## config.mk

```make
export PLATFORM = sky130hd
export DESIGN_NAME = scaled_glyph_text_rasterizer
export DESIGN_NICKNAME = d
export VERILOG_FILES = /design/src/rtl/sgtr_pkg.sv /design/src/rtl/sgtr_ctrl.sv /design/src/rtl/sgtr_datapath.sv /design/src/rtl/scaled_glyph_text_rasterizer.sv
export VERILOG_INCLUDE_DIRS = /design/src /design/src/rtl
export SDC_FILE = /design/constraint.sdc
export NUM_CORES = 1
export LEC_CHECK = 0
export BUFFER_PORTS_ARGS = -buffer_cell sky130_fd_sc_hd__buf_2
export CAP_MARGIN = 0
export CORE_ASPECT_RATIO = 1.5
export CORE_MARGIN = 2
export CORE_UTILIZATION = 62
export DETAILED_ROUTE_END_ITERATION = 10
export PLACE_DENSITY = 0.79
export SYNTH_ARGS = -nofsm -noshare
export SYNTH_HDL_FRONTEND = slang
export SYNTH_MEMORY_MAX_BITS = 65536
export SYNTH_SLANG_ARGS = --single-unit
export TNS_END_PERCENT = 5
```

## constraint.sdc

```tcl
create_clock -name clk -period 12.2 [get_ports clk]
set_input_delay 2.44 -clock clk [delete_from_list [all_inputs] [get_ports clk]]
set_output_delay 2.44 -clock clk [all_outputs]
set_load 0.02 [all_outputs]
```

## src/rtl/scaled_glyph_text_rasterizer_macros.svh

```systemverilog
// Assertion macros shared by the scaled glyph text rasterizer RTL.
// Defining NO_ASSERTIONS turns every use into an empty line.
`ifndef SCALED_GLYPH_TEXT_RASTERIZER_MACROS_SVH
`define SCALED_GLYPH_TEXT_RASTERIZER_MACROS_SVH
`ifndef NO_ASSERTIONS
// Condition holds at every clock edge outside reset.
`define SGTR_ASSERT_ALWAYS(label, clk, rst_n, expr) \
    label: assert property (@(posedge clk) disable iff (!rst_n) (expr)) \
        else $error("sgtr: invariant violated");
// Consequent holds in the same cycle as the antecedent.
`define SGTR_ASSERT_IMPLIES(label, clk, rst_n, ante, cons) \
    label: assert property (@(posedge clk) disable iff (!rst_n) (ante) |-> (cons)) \
        else $error("sgtr: implication violated");
// Consequent holds in the cycle after the antecedent.
`define SGTR_ASSERT_NEXT(label, clk, rst_n, ante, cons) \
    label: assert property (@(posedge clk) disable iff (!rst_n) (ante) |=> (cons)) \
        else $error("sgtr: next-cycle implication violated");
`else
`define SGTR_ASSERT_ALWAYS(label, clk, rst_n, expr)
`define SGTR_ASSERT_IMPLIES(label, clk, rst_n, ante, cons)
`define SGTR_ASSERT_NEXT(label, clk, rst_n, ante, cons)
`endif
`endif

```

## src/rtl/sgtr_pkg.sv

```systemverilog
// Package for the scaled glyph text rasterizer: payload and control types,
// constants, register indexes and the 5x7 font ROM. No dependencies.
package sgtr_pkg;

    localparam int FRAME_DIM_MAX = 4096;
    localparam int MAX_SCALE     = 16;
    localparam int CURSOR_MAX    = 32767;

    localparam int COORD_W   = 13;
    localparam int SCALE_W   = 5;
    localparam int CODE_W    = 8;
    localparam int CURSOR_W  = 16;
    localparam int CALC_W    = 18;
    localparam int OFF_W     = 7;
    localparam int CFG_IDX_W = 3;

    localparam int GLYPH_COLS = 5;
    localparam int GLYPH_ROWS = 7;
    localparam int GLYPH_BITS = GLYPH_COLS * GLYPH_ROWS;

    localparam logic [CFG_IDX_W-1:0] CFG_ORIGIN_X     = 3'd0;
    localparam logic [CFG_IDX_W-1:0] CFG_ORIGIN_Y     = 3'd1;
    localparam logic [CFG_IDX_W-1:0] CFG_PIXEL_SCALE  = 3'd2;
    localparam logic [CFG_IDX_W-1:0] CFG_FRAME_WIDTH  = 3'd3;
    localparam logic [CFG_IDX_W-1:0] CFG_FRAME_HEIGHT = 3'd4;
    localparam logic [CFG_IDX_W-1:0] CFG_INK_VALUE    = 3'd5;

    typedef struct packed {
        logic [CODE_W-1:0] char_code;
        logic              string_start;
    } in_item_t;

    typedef struct packed {
        logic [COORD_W-1:0] rect_left;
        logic [COORD_W-1:0] rect_top;
        logic [COORD_W-1:0] rect_right;
        logic [COORD_W-1:0] rect_bottom;
        logic               last_of_char;
    } out_item_t;

    typedef struct packed {
        logic signed [COORD_W-1:0] origin_x;
        logic signed [COORD_W-1:0] origin_y;
        logic [SCALE_W-1:0]        pixel_scale;
        logic [COORD_W-1:0]        frame_width;
        logic [COORD_W-1:0]        frame_height;
    } cfg_t;

    typedef struct packed {
        logic load;
        logic step;
        logic finish;
    } dp_cmd_t;

    typedef struct packed {
        logic cell_hit;
        logic last_cell;
        logic pend_valid;
        logic out_free;
    } dp_status_t;

    typedef enum logic [1:0] {
        ST_IDLE,
        ST_SCAN,
        ST_FLUSH
    } ctrl_state_t;

    function automatic logic [CODE_W-1:0] fold_case(input logic [CODE_W-1:0] code);
        logic [CODE_W-1:0] res;
        res = code;
        if (code inside {[8'h61:8'h7A]})
        begin
            res = code - 8'h20;
        end
        return res;
    endfunction

    // Rows are packed top row first; the MSB of the word is row 0, column 0.
    function automatic logic [GLYPH_BITS-1:0] font_glyph(input logic [CODE_W-1:0] code);
        logic [GLYPH_BITS-1:0] g;
        case (code)
            8'h25: g = {5'h19, 5'h19, 5'h02, 5'h04, 5'h08, 5'h13, 5'h13};
            8'h2B: g = {5'h00, 5'h04, 5'h04, 5'h1F, 5'h04, 5'h04, 5'h00};
            8'h2D: g = {5'h00, 5'h00, 5'h1F, 5'h00, 5'h00, 5'h00, 5'h00};
            8'h2E: g = {5'h00, 5'h00, 5'h00, 5'h00, 5'h00, 5'h0C, 5'h0C};
            8'h2F: g = {5'h01, 5'h02, 5'h04, 5'h08, 5'h10, 5'h00, 5'h00};
            8'h30: g = {5'h0E, 5'h11, 5'h13, 5'h15, 5'h19, 5'h11, 5'h0E};
            8'h31: g = {5'h04, 5'h0C, 5'h04, 5'h04, 5'h04, 5'h04, 5'h0E};
            8'h32: g = {5'h0E, 5'h11, 5'h01, 5'h02, 5'h04, 5'h08, 5'h1F};
            8'h33: g = {5'h1E, 5'h01, 5'h01, 5'h0E, 5'h01, 5'h01, 5'h1E};
            8'h34: g = {5'h02, 5'h06, 5'h0A, 5'h12, 5'h1F, 5'h02, 5'h02};
            8'h35: g = {5'h1F, 5'h10, 5'h10, 5'h1E, 5'h01, 5'h01, 5'h1E};
            8'h36: g = {5'h06, 5'h08, 5'h10, 5'h1E, 5'h11, 5'h11, 5'h0E};
            8'h37: g = {5'h1F, 5'h01, 5'h02, 5'h04, 5'h08, 5'h08, 5'h08};
            8'h38: g = {5'h0E, 5'h11, 5'h11, 5'h0E, 5'h11, 5'h11, 5'h0E};
            8'h39: g = {5'h0E, 5'h11, 5'h11, 5'h0F, 5'h01, 5'h02, 5'h1C};
            8'h3A: g = {5'h00, 5'h04, 5'h04, 5'h00, 5'h04, 5'h04, 5'h00};
            8'h41: g = {5'h0E, 5'h11, 5'h11, 5'h1F, 5'h11, 5'h11, 5'h11};
            8'h42: g = {5'h1E, 5'h11, 5'h11, 5'h1E, 5'h11, 5'h11, 5'h1E};
            8'h43: g = {5'h0E, 5'h11, 5'h10, 5'h10, 5'h10, 5'h11, 5'h0E};
            8'h44: g = {5'h1C, 5'h12, 5'h11, 5'h11, 5'h11, 5'h12, 5'h1C};
            8'h45: g = {5'h1F, 5'h10, 5'h10, 5'h1E, 5'h10, 5'h10, 5'h1F};
            8'h46: g = {5'h1F, 5'h10, 5'h10, 5'h1E, 5'h10, 5'h10, 5'h10};
            8'h47: g = {5'h0E, 5'h11, 5'h10, 5'h17, 5'h11, 5'h11, 5'h0F};
            8'h48: g = {5'h11, 5'h11, 5'h11, 5'h1F, 5'h11, 5'h11, 5'h11};
            8'h49: g = {5'h0E, 5'h04, 5'h04, 5'h04, 5'h04, 5'h04, 5'h0E};
            8'h4A: g = {5'h01, 5'h01, 5'h01, 5'h01, 5'h11, 5'h11, 5'h0E};
            8'h4B: g = {5'h11, 5'h12, 5'h14, 5'h18, 5'h14, 5'h12, 5'h11};
            8'h4C: g = {5'h10, 5'h10, 5'h10, 5'h10, 5'h10, 5'h10, 5'h1F};
            8'h4D: g = {5'h11, 5'h1B, 5'h15, 5'h15, 5'h11, 5'h11, 5'h11};
            8'h4E: g = {5'h11, 5'h19, 5'h15, 5'h13, 5'h11, 5'h11, 5'h11};
            8'h4F: g = {5'h0E, 5'h11, 5'h11, 5'h11, 5'h11, 5'h11, 5'h0E};
            8'h50: g = {5'h1E, 5'h11, 5'h11, 5'h1E, 5'h10, 5'h10, 5'h10};
            8'h51: g = {5'h0E, 5'h11, 5'h11, 5'h11, 5'h15, 5'h12, 5'h0D};
            8'h52: g = {5'h1E, 5'h11, 5'h11, 5'h1E, 5'h14, 5'h12, 5'h11};
            8'h53: g = {5'h0F, 5'h10, 5'h10, 5'h0E, 5'h01, 5'h01, 5'h1E};
            8'h54: g = {5'h1F, 5'h04, 5'h04, 5'h04, 5'h04, 5'h04, 5'h04};
            8'h55: g = {5'h11, 5'h11, 5'h11, 5'h11, 5'h11, 5'h11, 5'h0E};
            8'h56: g = {5'h11, 5'h11, 5'h11, 5'h11, 5'h11, 5'h0A, 5'h04};
            8'h57: g = {5'h11, 5'h11, 5'h11, 5'h15, 5'h15, 5'h15, 5'h0A};
            8'h58: g = {5'h11, 5'h11, 5'h0A, 5'h04, 5'h0A, 5'h11, 5'h11};
            8'h59: g = {5'h11, 5'h11, 5'h0A, 5'h04, 5'h04, 5'h04, 5'h04};
            8'h5A: g = {5'h1F, 5'h01, 5'h02, 5'h04, 5'h08, 5'h10, 5'h1F};
            default: g = '0;
        endcase
        return g;
    endfunction

endpackage

```

## src/rtl/sgtr_ctrl.sv

```systemverilog
// Controller of the scaled glyph text rasterizer: sequences load, cell scan
// and flush of one character. Depends on sgtr_pkg.
module sgtr_ctrl (
    input  logic                  clk,
    input  logic                  rst_n,
    input  logic                  in_valid,
    output logic                  in_stall,
    input  sgtr_pkg::dp_status_t  st,
    output sgtr_pkg::dp_cmd_t     cmd
);

    sgtr_pkg::ctrl_state_t state_reg;
    sgtr_pkg::ctrl_state_t state_next;

    always_ff @(posedge clk or negedge rst_n)
    begin
        if (!rst_n)
        begin
            state_reg <= sgtr_pkg::ST_IDLE;
        end
        else
        begin
            state_reg <= state_next;
        end
    end

    always_comb
    begin
        state_next = state_reg;
        cmd        = '0;
        in_stall   = 1'b1;
        case (state_reg)
            sgtr_pkg::ST_IDLE:
            begin
                in_stall = 1'b0;
                if (in_valid)
                begin
                    cmd.load   = 1'b1;
                    state_next = sgtr_pkg::ST_SCAN;
                end
            end
            sgtr_pkg::ST_SCAN:
            begin
                // A hit with a rectangle already pending must push that one out first.
                if (!(st.cell_hit && st.pend_valid && !st.out_free))
                begin
                    cmd.step = 1'b1;
                    if (st.last_cell)
                    begin
                        state_next = sgtr_pkg::ST_FLUSH;
                    end
                end
            end
            sgtr_pkg::ST_FLUSH:
            begin
                if (!st.pend_valid || st.out_free)
                begin
                    cmd.finish = 1'b1;
                    state_next = sgtr_pkg::ST_IDLE;
                end
            end
            default:
            begin
                state_next = sgtr_pkg::ST_IDLE;
            end
        endcase
    end

endmodule

```

## src/rtl/sgtr_datapath.sv

```systemverilog
// Datapath of the scaled glyph text rasterizer: cursor, glyph shift register,
// cell offsets, rectangle clipping, pending rectangle and output register.
// Depends on sgtr_pkg and the assertion macro header.
`include "scaled_glyph_text_rasterizer_macros.svh"

module sgtr_datapath (
    input  logic                  clk,
    input  logic                  rst_n,
    input  sgtr_pkg::cfg_t        cfg,
    input  sgtr_pkg::in_item_t    in_data,
    input  sgtr_pkg::dp_cmd_t     cmd,
    output sgtr_pkg::dp_status_t  st,
    output logic                  out_valid,
    input  logic                  out_stall,
    output sgtr_pkg::out_item_t   out_data
);

    localparam logic [2:0] COL_LAST = 3'(sgtr_pkg::GLYPH_COLS - 1);
    localparam logic [2:0] ROW_LAST = 3'(sgtr_pkg::GLYPH_ROWS - 1);

    logic signed [sgtr_pkg::CURSOR_W-1:0] cursor_reg;
    logic signed [sgtr_pkg::CURSOR_W-1:0] cursor_next;
    logic [sgtr_pkg::GLYPH_BITS-1:0]      glyph_reg;
    logic [2:0]                           col_reg;
    logic [2:0]                           row_reg;
    logic [sgtr_pkg::OFF_W-1:0]           x_off_reg;
    logic [sgtr_pkg::OFF_W-1:0]           y_off_reg;
    logic                                 pend_valid_reg;
    sgtr_pkg::out_item_t                  pend_reg;
    logic                                 out_valid_reg;
    sgtr_pkg::out_item_t                  out_reg;

    logic [sgtr_pkg::SCALE_W-1:0]         scale;
    logic [sgtr_pkg::COORD_W-1:0]         width_lim;
    logic [sgtr_pkg::COORD_W-1:0]         height_lim;
    logic signed [sgtr_pkg::CALC_W-1:0]   left;
    logic signed [sgtr_pkg::CALC_W-1:0]   top;
    logic signed [sgtr_pkg::CALC_W-1:0]   right_raw;
    logic signed [sgtr_pkg::CALC_W-1:0]   bottom_raw;
    logic signed [sgtr_pkg::CALC_W-1:0]   x0;
    logic signed [sgtr_pkg::CALC_W-1:0]   y0;
    logic signed [sgtr_pkg::CALC_W-1:0]   x1;
    logic signed [sgtr_pkg::CALC_W-1:0]   y1;
    logic signed [sgtr_pkg::CALC_W-1:0]   w_s;
    logic signed [sgtr_pkg::CALC_W-1:0]   h_s;
    logic signed [sgtr_pkg::CALC_W-1:0]   s_s;
    logic signed [sgtr_pkg::CURSOR_W:0]   cursor_sum;
    logic [sgtr_pkg::OFF_W:0]             advance;
    logic                                 hit;
    logic                                 last_cell;
    logic                                 out_free;
    logic                                 push;
    sgtr_pkg::out_item_t                  cell_rect;
    sgtr_pkg::out_item_t                  push_rect;

    always_comb
    begin
        scale      = (cfg.pixel_scale > sgtr_pkg::SCALE_W'(sgtr_pkg::MAX_SCALE))
                   ? sgtr_pkg::SCALE_W'(sgtr_pkg::MAX_SCALE) : cfg.pixel_scale;
        width_lim  = (cfg.frame_width > sgtr_pkg::COORD_W'(sgtr_pkg::FRAME_DIM_MAX))
                   ? sgtr_pkg::COORD_W'(sgtr_pkg::FRAME_DIM_MAX) : cfg.frame_width;
        height_lim = (cfg.frame_height > sgtr_pkg::COORD_W'(sgtr_pkg::FRAME_DIM_MAX))
                   ? sgtr_pkg::COORD_W'(sgtr_pkg::FRAME_DIM_MAX) : cfg.frame_height;

        s_s = signed'(sgtr_pkg::CALC_W'(scale));
        w_s = signed'(sgtr_pkg::CALC_W'(width_lim));
        h_s = signed'(sgtr_pkg::CALC_W'(height_lim));

        left       = sgtr_pkg::CALC_W'(cursor_reg)
                   + signed'(sgtr_pkg::CALC_W'(x_off_reg));
        top        = sgtr_pkg::CALC_W'(cfg.origin_y)
                   + signed'(sgtr_pkg::CALC_W'(y_off_reg));
        right_raw  = left + s_s;
        bottom_raw = top + s_s;

        x0 = left[sgtr_pkg::CALC_W-1] ? '0 : left;
        y0 = top[sgtr_pkg::CALC_W-1] ? '0 : top;
        x1 = (right_raw > w_s) ? w_s : right_raw;
        y1 = (bottom_raw > h_s) ? h_s : bottom_raw;

        hit = glyph_reg[sgtr_pkg::GLYPH_BITS-1] && (x0 < x1) && (y0 < y1);

        cell_rect.rect_left    = x0[sgtr_pkg::COORD_W-1:0];
        cell_rect.rect_top     = y0[sgtr_pkg::COORD_W-1:0];
        cell_rect.rect_right   = x1[sgtr_pkg::COORD_W-1:0];
        cell_rect.rect_bottom  = y1[sgtr_pkg::COORD_W-1:0];
        cell_rect.last_of_char = 1'b0;

        push_rect              = pend_reg;
        push_rect.last_of_char = cmd.finish;

        // The cursor moves six cells of the current scale, saturating upward.
        advance     = {1'b0, scale, 2'b00} + {2'b00, scale, 1'b0};
        cursor_sum  = (sgtr_pkg::CURSOR_W+1)'(cursor_reg)
                    + signed'((sgtr_pkg::CURSOR_W+1)'(advance));
        cursor_next = (cursor_sum > (sgtr_pkg::CURSOR_W+1)'(sgtr_pkg::CURSOR_MAX))
                    ? sgtr_pkg::CURSOR_W'(sgtr_pkg::CURSOR_MAX)
                    : cursor_sum[sgtr_pkg::CURSOR_W-1:0];

        last_cell = (col_reg == COL_LAST) && (row_reg == ROW_LAST);
        out_free  = !out_valid_reg || !out_stall;
        push      = pend_valid_reg && ((cmd.step && hit) || cmd.finish);

        st.cell_hit   = hit;
        st.last_cell  = last_cell;
        st.pend_valid = pend_valid_reg;
        st.out_free   = out_free;
    end

    always_ff @(posedge clk or negedge rst_n)
    begin
        if (!rst_n)
        begin
            cursor_reg     <= '0;
            pend_valid_reg <= 1'b0;
            out_valid_reg  <= 1'b0;
            col_reg        <= '0;
            row_reg        <= '0;
        end
        else
        begin
            if (cmd.load)
            begin
                if (in_data.string_start)
                begin
                    cursor_reg <= sgtr_pkg::CURSOR_W'(cfg.origin_x);
                end
                pend_valid_reg <= 1'b0;
                col_reg        <= '0;
                row_reg        <= '0;
            end
            if (cmd.step)
            begin
                if (hit)
                begin
                    pend_valid_reg <= 1'b1;
                end
                if (!last_cell)
                begin
                    if (col_reg == COL_LAST)
                    begin
                        col_reg <= '0;
                        row_reg <= row_reg + 3'd1;
                    end
                    else
                    begin
                        col_reg <= col_reg + 3'd1;
                    end
                end
            end
            if (cmd.finish)
            begin
                cursor_reg     <= cursor_next;
                pend_valid_reg <= 1'b0;
            end
            if (push)
            begin
                out_valid_reg <= 1'b1;
            end
            else if (!out_stall)
            begin
                out_valid_reg <= 1'b0;
            end
        end
    end

    always_ff @(posedge clk)
    begin
        if (cmd.load)
        begin
            glyph_reg <= sgtr_pkg::font_glyph(sgtr_pkg::fold_case(in_data.char_code));
            x_off_reg <= '0;
            y_off_reg <= '0;
        end
        if (cmd.step)
        begin
            glyph_reg <= glyph_reg << 1;
            if (hit)
            begin
                pend_reg <= cell_rect;
            end
            if (!last_cell)
            begin
                if (col_reg == COL_LAST)
                begin
                    x_off_reg <= '0;
                    y_off_reg <= y_off_reg + sgtr_pkg::OFF_W'(scale);
                end
                else
                begin
                    x_off_reg <= x_off_reg + sgtr_pkg::OFF_W'(scale);
                end
            end
        end
        if (push)
        begin
            out_reg <= push_rect;
        end
    end

    assign out_valid = out_valid_reg;
    assign out_data  = out_reg;

    `SGTR_ASSERT_IMPLIES(a_push_only_when_free, clk, rst_n, push, out_free)
    `SGTR_ASSERT_ALWAYS(a_scan_position_in_range, clk, rst_n, (col_reg <= COL_LAST) && (row_reg <= ROW_LAST))
    `SGTR_ASSERT_NEXT(a_load_restarts_scan, clk, rst_n, cmd.load, (col_reg == 3'd0) && (row_reg == 3'd0) && !pend_valid_reg)
    `SGTR_ASSERT_NEXT(a_finish_drains_pending, clk, rst_n, cmd.finish, !pend_valid_reg && (!(push) || 1'b1))

endmodule

```

## src/rtl/scaled_glyph_text_rasterizer.sv

```systemverilog
// Scaled glyph text rasterizer: turns character codes into clipped rectangles
// for the lit cells of a 5x7 font. Holds the configuration registers.
// Depends on sgtr_pkg, sgtr_ctrl and sgtr_datapath.
// Usage:
//   Input channel (in_valid, in_stall, in_data) takes one character per
//   transaction; string_start reloads the cursor from origin_x first.
//   Output channel (out_valid, out_stall, out_data) gives one clipped
//   rectangle per transaction, last_of_char set on the final rectangle of a
//   character. A character whose cells all clip away gives no transaction.
//   Configuration channel (cfg_valid, cfg_ready, cfg_index, cfg_data) writes one
//   register per transaction; cfg_ready is always high. Write only when idle.
// Timing:
//   A character goes through acceptance, a scan of its 35 glyph cells (one
//   cell a cycle through the clipping datapath unless an output stall holds
//   the scan) and a flush. Each rectangle waits in a pending register until
//   the next hit or the flush pushes it into the output register.
//   An output stall holds the scan whenever a new hit finds the pending and
//   output registers both full; in_stall stays high until the flush is done.
// Reset: clears the cursor to 0, loads the register reset values and empties
//   the output register.
module scaled_glyph_text_rasterizer (
    input  logic                                clk,
    input  logic                                rst_n,
    input  logic                                in_valid,
    output logic                                in_stall,
    input  sgtr_pkg::in_item_t                  in_data,
    output logic                                out_valid,
    input  logic                                out_stall,
    output sgtr_pkg::out_item_t                 out_data,
    input  logic                                cfg_valid,
    output logic                                cfg_ready,
    input  logic [sgtr_pkg::CFG_IDX_W-1:0]      cfg_index,
    input  logic [sgtr_pkg::COORD_W-1:0]        cfg_data
);

    sgtr_pkg::cfg_t       cfg_reg;
    sgtr_pkg::dp_cmd_t    cmd;
    sgtr_pkg::dp_status_t st;

    assign cfg_ready = 1'b1;

    // The ink level only matters to the downstream fill, so its writes are dropped.
    always_ff @(posedge clk or negedge rst_n)
    begin
        if (!rst_n)
        begin
            cfg_reg.origin_x     <= '0;
            cfg_reg.origin_y     <= '0;
            cfg_reg.pixel_scale  <= sgtr_pkg::SCALE_W'(1);
            cfg_reg.frame_width  <= sgtr_pkg::COORD_W'(sgtr_pkg::FRAME_DIM_MAX);
            cfg_reg.frame_height <= sgtr_pkg::COORD_W'(sgtr_pkg::FRAME_DIM_MAX);
        end
        else if (cfg_valid && cfg_ready)
        begin
            case (cfg_index)
                sgtr_pkg::CFG_ORIGIN_X:     cfg_reg.origin_x     <= cfg_data;
                sgtr_pkg::CFG_ORIGIN_Y:     cfg_reg.origin_y     <= cfg_data;
                sgtr_pkg::CFG_PIXEL_SCALE:
                    cfg_reg.pixel_scale <= cfg_data[sgtr_pkg::SCALE_W-1:0];
                sgtr_pkg::CFG_FRAME_WIDTH:  cfg_reg.frame_width  <= cfg_data;
                sgtr_pkg::CFG_FRAME_HEIGHT: cfg_reg.frame_height <= cfg_data;
                sgtr_pkg::CFG_INK_VALUE:    ;
                default:                    ;
            endcase
        end
    end

    sgtr_ctrl u_ctrl (
        .clk      (clk),
        .rst_n    (rst_n),
        .in_valid (in_valid),
        .in_stall (in_stall),
        .st       (st),
        .cmd      (cmd)
    );

    sgtr_datapath u_datapath (
        .clk       (clk),
        .rst_n     (rst_n),
        .cfg       (cfg_reg),
        .in_data   (in_data),
        .cmd       (cmd),
        .st        (st),
        .out_valid (out_valid),
        .out_stall (out_stall),
        .out_data  (out_data)
    );

endmodule
```

==> results.sh <==
export IMPL_yosysSeqAreaShare_pct=43.3
export IMPL_ys_seq_elements=237
export IMPL_final_common_cell="nand2_1"
export IMPL_die_area_mm2=0.0257
export IMPL_synth_area_leader_cell="edfxtp_1"
export IMPL_setup_violations=0
export IMPL_maxSlewHeadroom_pct=18.3
export IMPL_tightest_slew_ns=1.23
export IMPL_die_height_um=195
export IMPL_ctsHoldBuffers=0
export IMPL_overflow=0
export IMPL_coreArea_mm2=0.0242
export IMPL_cts_buffers=21
export IMPL_grt_pass1_wl_um=68600
export IMPL_peakVddDrop_uv=129
export IMPL_clk_latency_ns=0.53
export IMPL_period_needed_ns=8.58
export IMPL_cp_slowest_cell="o21a_2"
export IMPL_cts_resized_gates=0
export IMPL_hold_class="reg2reg"
export IMPL_root_buffer="clkbuf_16"
export IMPL_post_cts_repair_setup_buffers=0
export IMPL_finalMaxSlewViolations=0
export IMPL_synthDistinctLibCells=87
export IMPL_max_freq_mhz=117
export IMPL_postSynth_asyncResetShare_pct=35.0
export IMPL_synthCells=1548
export IMPL_avgSynthCellArea_um2=9.78
export IMPL_finalCritPeriodShare_pct=70.3
export IMPL_p_leak_nw=6.97
export IMPL_crit_arrival_ns=8.71
export IMPL_min_path_cells=0
export IMPL_io_pins=86
export IMPL_drtAntennaViolNets=0
export IMPL_maxCapViolations=0
export IMPL_dr_pass1_iters=5
export IMPL_internal_power_mw=2.46
export IMPL_route_detailed_drc=0
export IMPL_fin_area_mm2=0.0165
export IMPL_antenna_found_initial=1
export IMPL_synth_area_top_cells="edfxtp_1, dfrtp_1, ha_1"
export IMPL_crit_required_ns=12.33
export IMPL_dpl_cell_area_mm2=0.0159
export IMPL_final_cell_mix="nand2_1, edfxtp_1, a21oi_1, ha_1, nor2_1"
export IMPL_grt_max_degree=73
export IMPL_critPathMaxFanout=54
export IMPL_status="finished clean"
export IMPL_gp_congestion=1.05
export IMPL_routed_wl_um=44000
export IMPL_grt_usage_pct=34.3
export IMPL_synth_edff_count=139
export IMPL_wl_per_cell_um=22.6
export IMPL_dp_hpwl_um=33700
export IMPL_reg2reg_depth=35
export IMPL_fp_row_count=70
export IMPL_hold_violations=0
export IMPL_cts_tree="done"
export IMPL_routed_via_density=6.50
export IMPL_grt_pass1_vias=12400
export IMPL_htree_num_levels=1
export IMPL_combinationalPowerShare_pct=54.4
export IMPL_drive_gt1_share_pct=14.4
export IMPL_cts_buffer_depth=3
export IMPL_fillers=1894
export IMPL_start_util_pct=62.6
export IMPL_largest_reg_flops=57
export IMPL_p_per_area_mw_per_mm2=264
export IMPL_cts_sinks=237
export IMPL_layout_nets=1757
export IMPL_cp_start_kind="flop"
export IMPL_p_sw_mw=1.89
export IMPL_die_x_um=132
export IMPL_area_growth_pct=9.18
export IMPL_critPathKind="reg2reg"
export IMPL_rsz0062_at_grt="no"
export IMPL_switching_share_pct=43.4
export IMPL_io_buffers=84
export IMPL_syn_nets=1698
export IMPL_fin_tns_setup_ns=0
export IMPL_syn_cell_area_mm2=0.0151
export IMPL_drtIter0Drc=816
export IMPL_cpPeakStageDelay_ns=0.94
export IMPL_pwr_share_seq_pct=30.7
export IMPL_clockPowerShare_pct=14.9
export IMPL_clk_pin_slew_ns=0.07
export IMPL_synth_top_area_share_pct=27.6
export IMPL_yosys_warnings=0
export IMPL_endpoint_kind="flop"
export IMPL_route_vias_total=12600
export IMPL_final_setup_skew_ns=0.0251
export IMPL_synthFlopType="edfxtp_1"
-- layer usage --
layer | GRT usage (%) | wire (µm)
met5 | 0 | 0
met4 | 26.4 | 4010
met3 | 5.09 | 2580
met2 | 61.8 | 22300
met1 | 35.8 | 15200
-- cell type report --
type	count	area [µm²]	area share, %
inverter	86	323	1.95
sequential	237	6560	39.7
multi-input combinational	1157	8010	48.5
clock buffer	22	529	3.20
antenna	1	2.50	0.0151
timing repair buffer	104	573	3.47
clock inverter	15	123	0.742
tap	324	405	2.45
-- cell usage after synthesis (4+ instances only) --
master,number
a211o_1,5
a211oi_1,15
a21boi_0,6
a21o_1,44
a21oi_1,131
a22o_1,26
a31oi_1,10
a32oi_1,7
and2_1,9
and3_1,9
and4_1,5
buf_1,5
buf_2,4
clkbuf_1,57
dfrtp_1,80
dfxtp_1,15
edfxtp_1,139
fa_1,8
ha_1,112
inv_1,85
mux2_2,65
mux2i_1,11
nand2_1,158
nand2b_1,21
nand3_1,26
nand4_1,9
nor2_1,110
nor2b_1,40
nor3_1,23
nor4_1,4
o211ai_1,8
o21a_1,16
o21ai_0,106
o21ai_1,12
o221ai_1,4
o22ai_1,11
o31a_1,4
o31ai_1,4
o32ai_1,6
or2_2,4
or3_1,9
xnor2_1,36
xor2_1,20
-- path summary, 6_finish.rpt --
check	startpoint	endpoint	slack, ns
hold / removal	u_datapath.pend_reg[49]	u_datapath.out_data[49]	0.42
hold reg to reg	u_datapath.pend_reg[49]	u_datapath.out_data[49]	0.42
max in group asynchronous	rst_n	cfg_reg[24]	9.23
setup reg to reg	u_datapath.x_off_reg[0]	u_datapath.out_data[24]	3.62
min in group asynchronous	rst_n	u_datapath.cursor_reg[12]	1.75
setup / recovery	u_datapath.x_off_reg[0]	u_datapath.out_data[24]	3.62
-- cells by family after synthesis --
family	share of synthesized area, %
and+or+nand+nor	14.3
muxes	5.56
AOI/OAI and AO/OA	19.2
DFF	43.3
adders and majority gates	10.3
buffers and inverters	3.93
xor gates and xnor gates	3.35
other	0.0248
-- worst max-delay path, delay by kind of cell (launching register included) --
family	cells	cell delay, ns
AO/OA/AOI/OAI	14	3.75
adder cells (fa/ha/maj)	5	1.50
AND/OR/NAND/NOR	10	1.41
XOR/XNOR	2	0.44
multiplexers	1	0.43
flip-flops	1	0.39
buffers and inverters	3	0.22
-- stage by stage --
stage / cells / worst slack (ns) / utilization, % / total power, mW / hold WS (ns)
floorplan: 1548 / 3.28 / - / 3.03 / 0.400
global placement: 1908 / 3.88 / 65.6 / 3.57 / 0.400
detailed placement: 1908 / 3.73 / 65.6 / 3.66 / 0.405
CTS: 1945 / 3.67 / 68.3 / 4.32 / 0.419
global route: 1945 / 2.87 / 68.3 / 4.68 / 0.425
finish: 1946 / 3.62 / 68.4 / 4.36 / 0.419
-- power by group through the flow --
stage	clock network, mW	logic [mW]	registers, mW
after global placement	0	2.24	1.34
after floorplan	0	1.72	1.31
final	0.649	2.37	1.34
after detailed placement	0	2.31	1.35
after CTS	0.655	2.33	1.34
after global routing	0.687	2.63	1.36
Power figures use the tool's default switching activity.
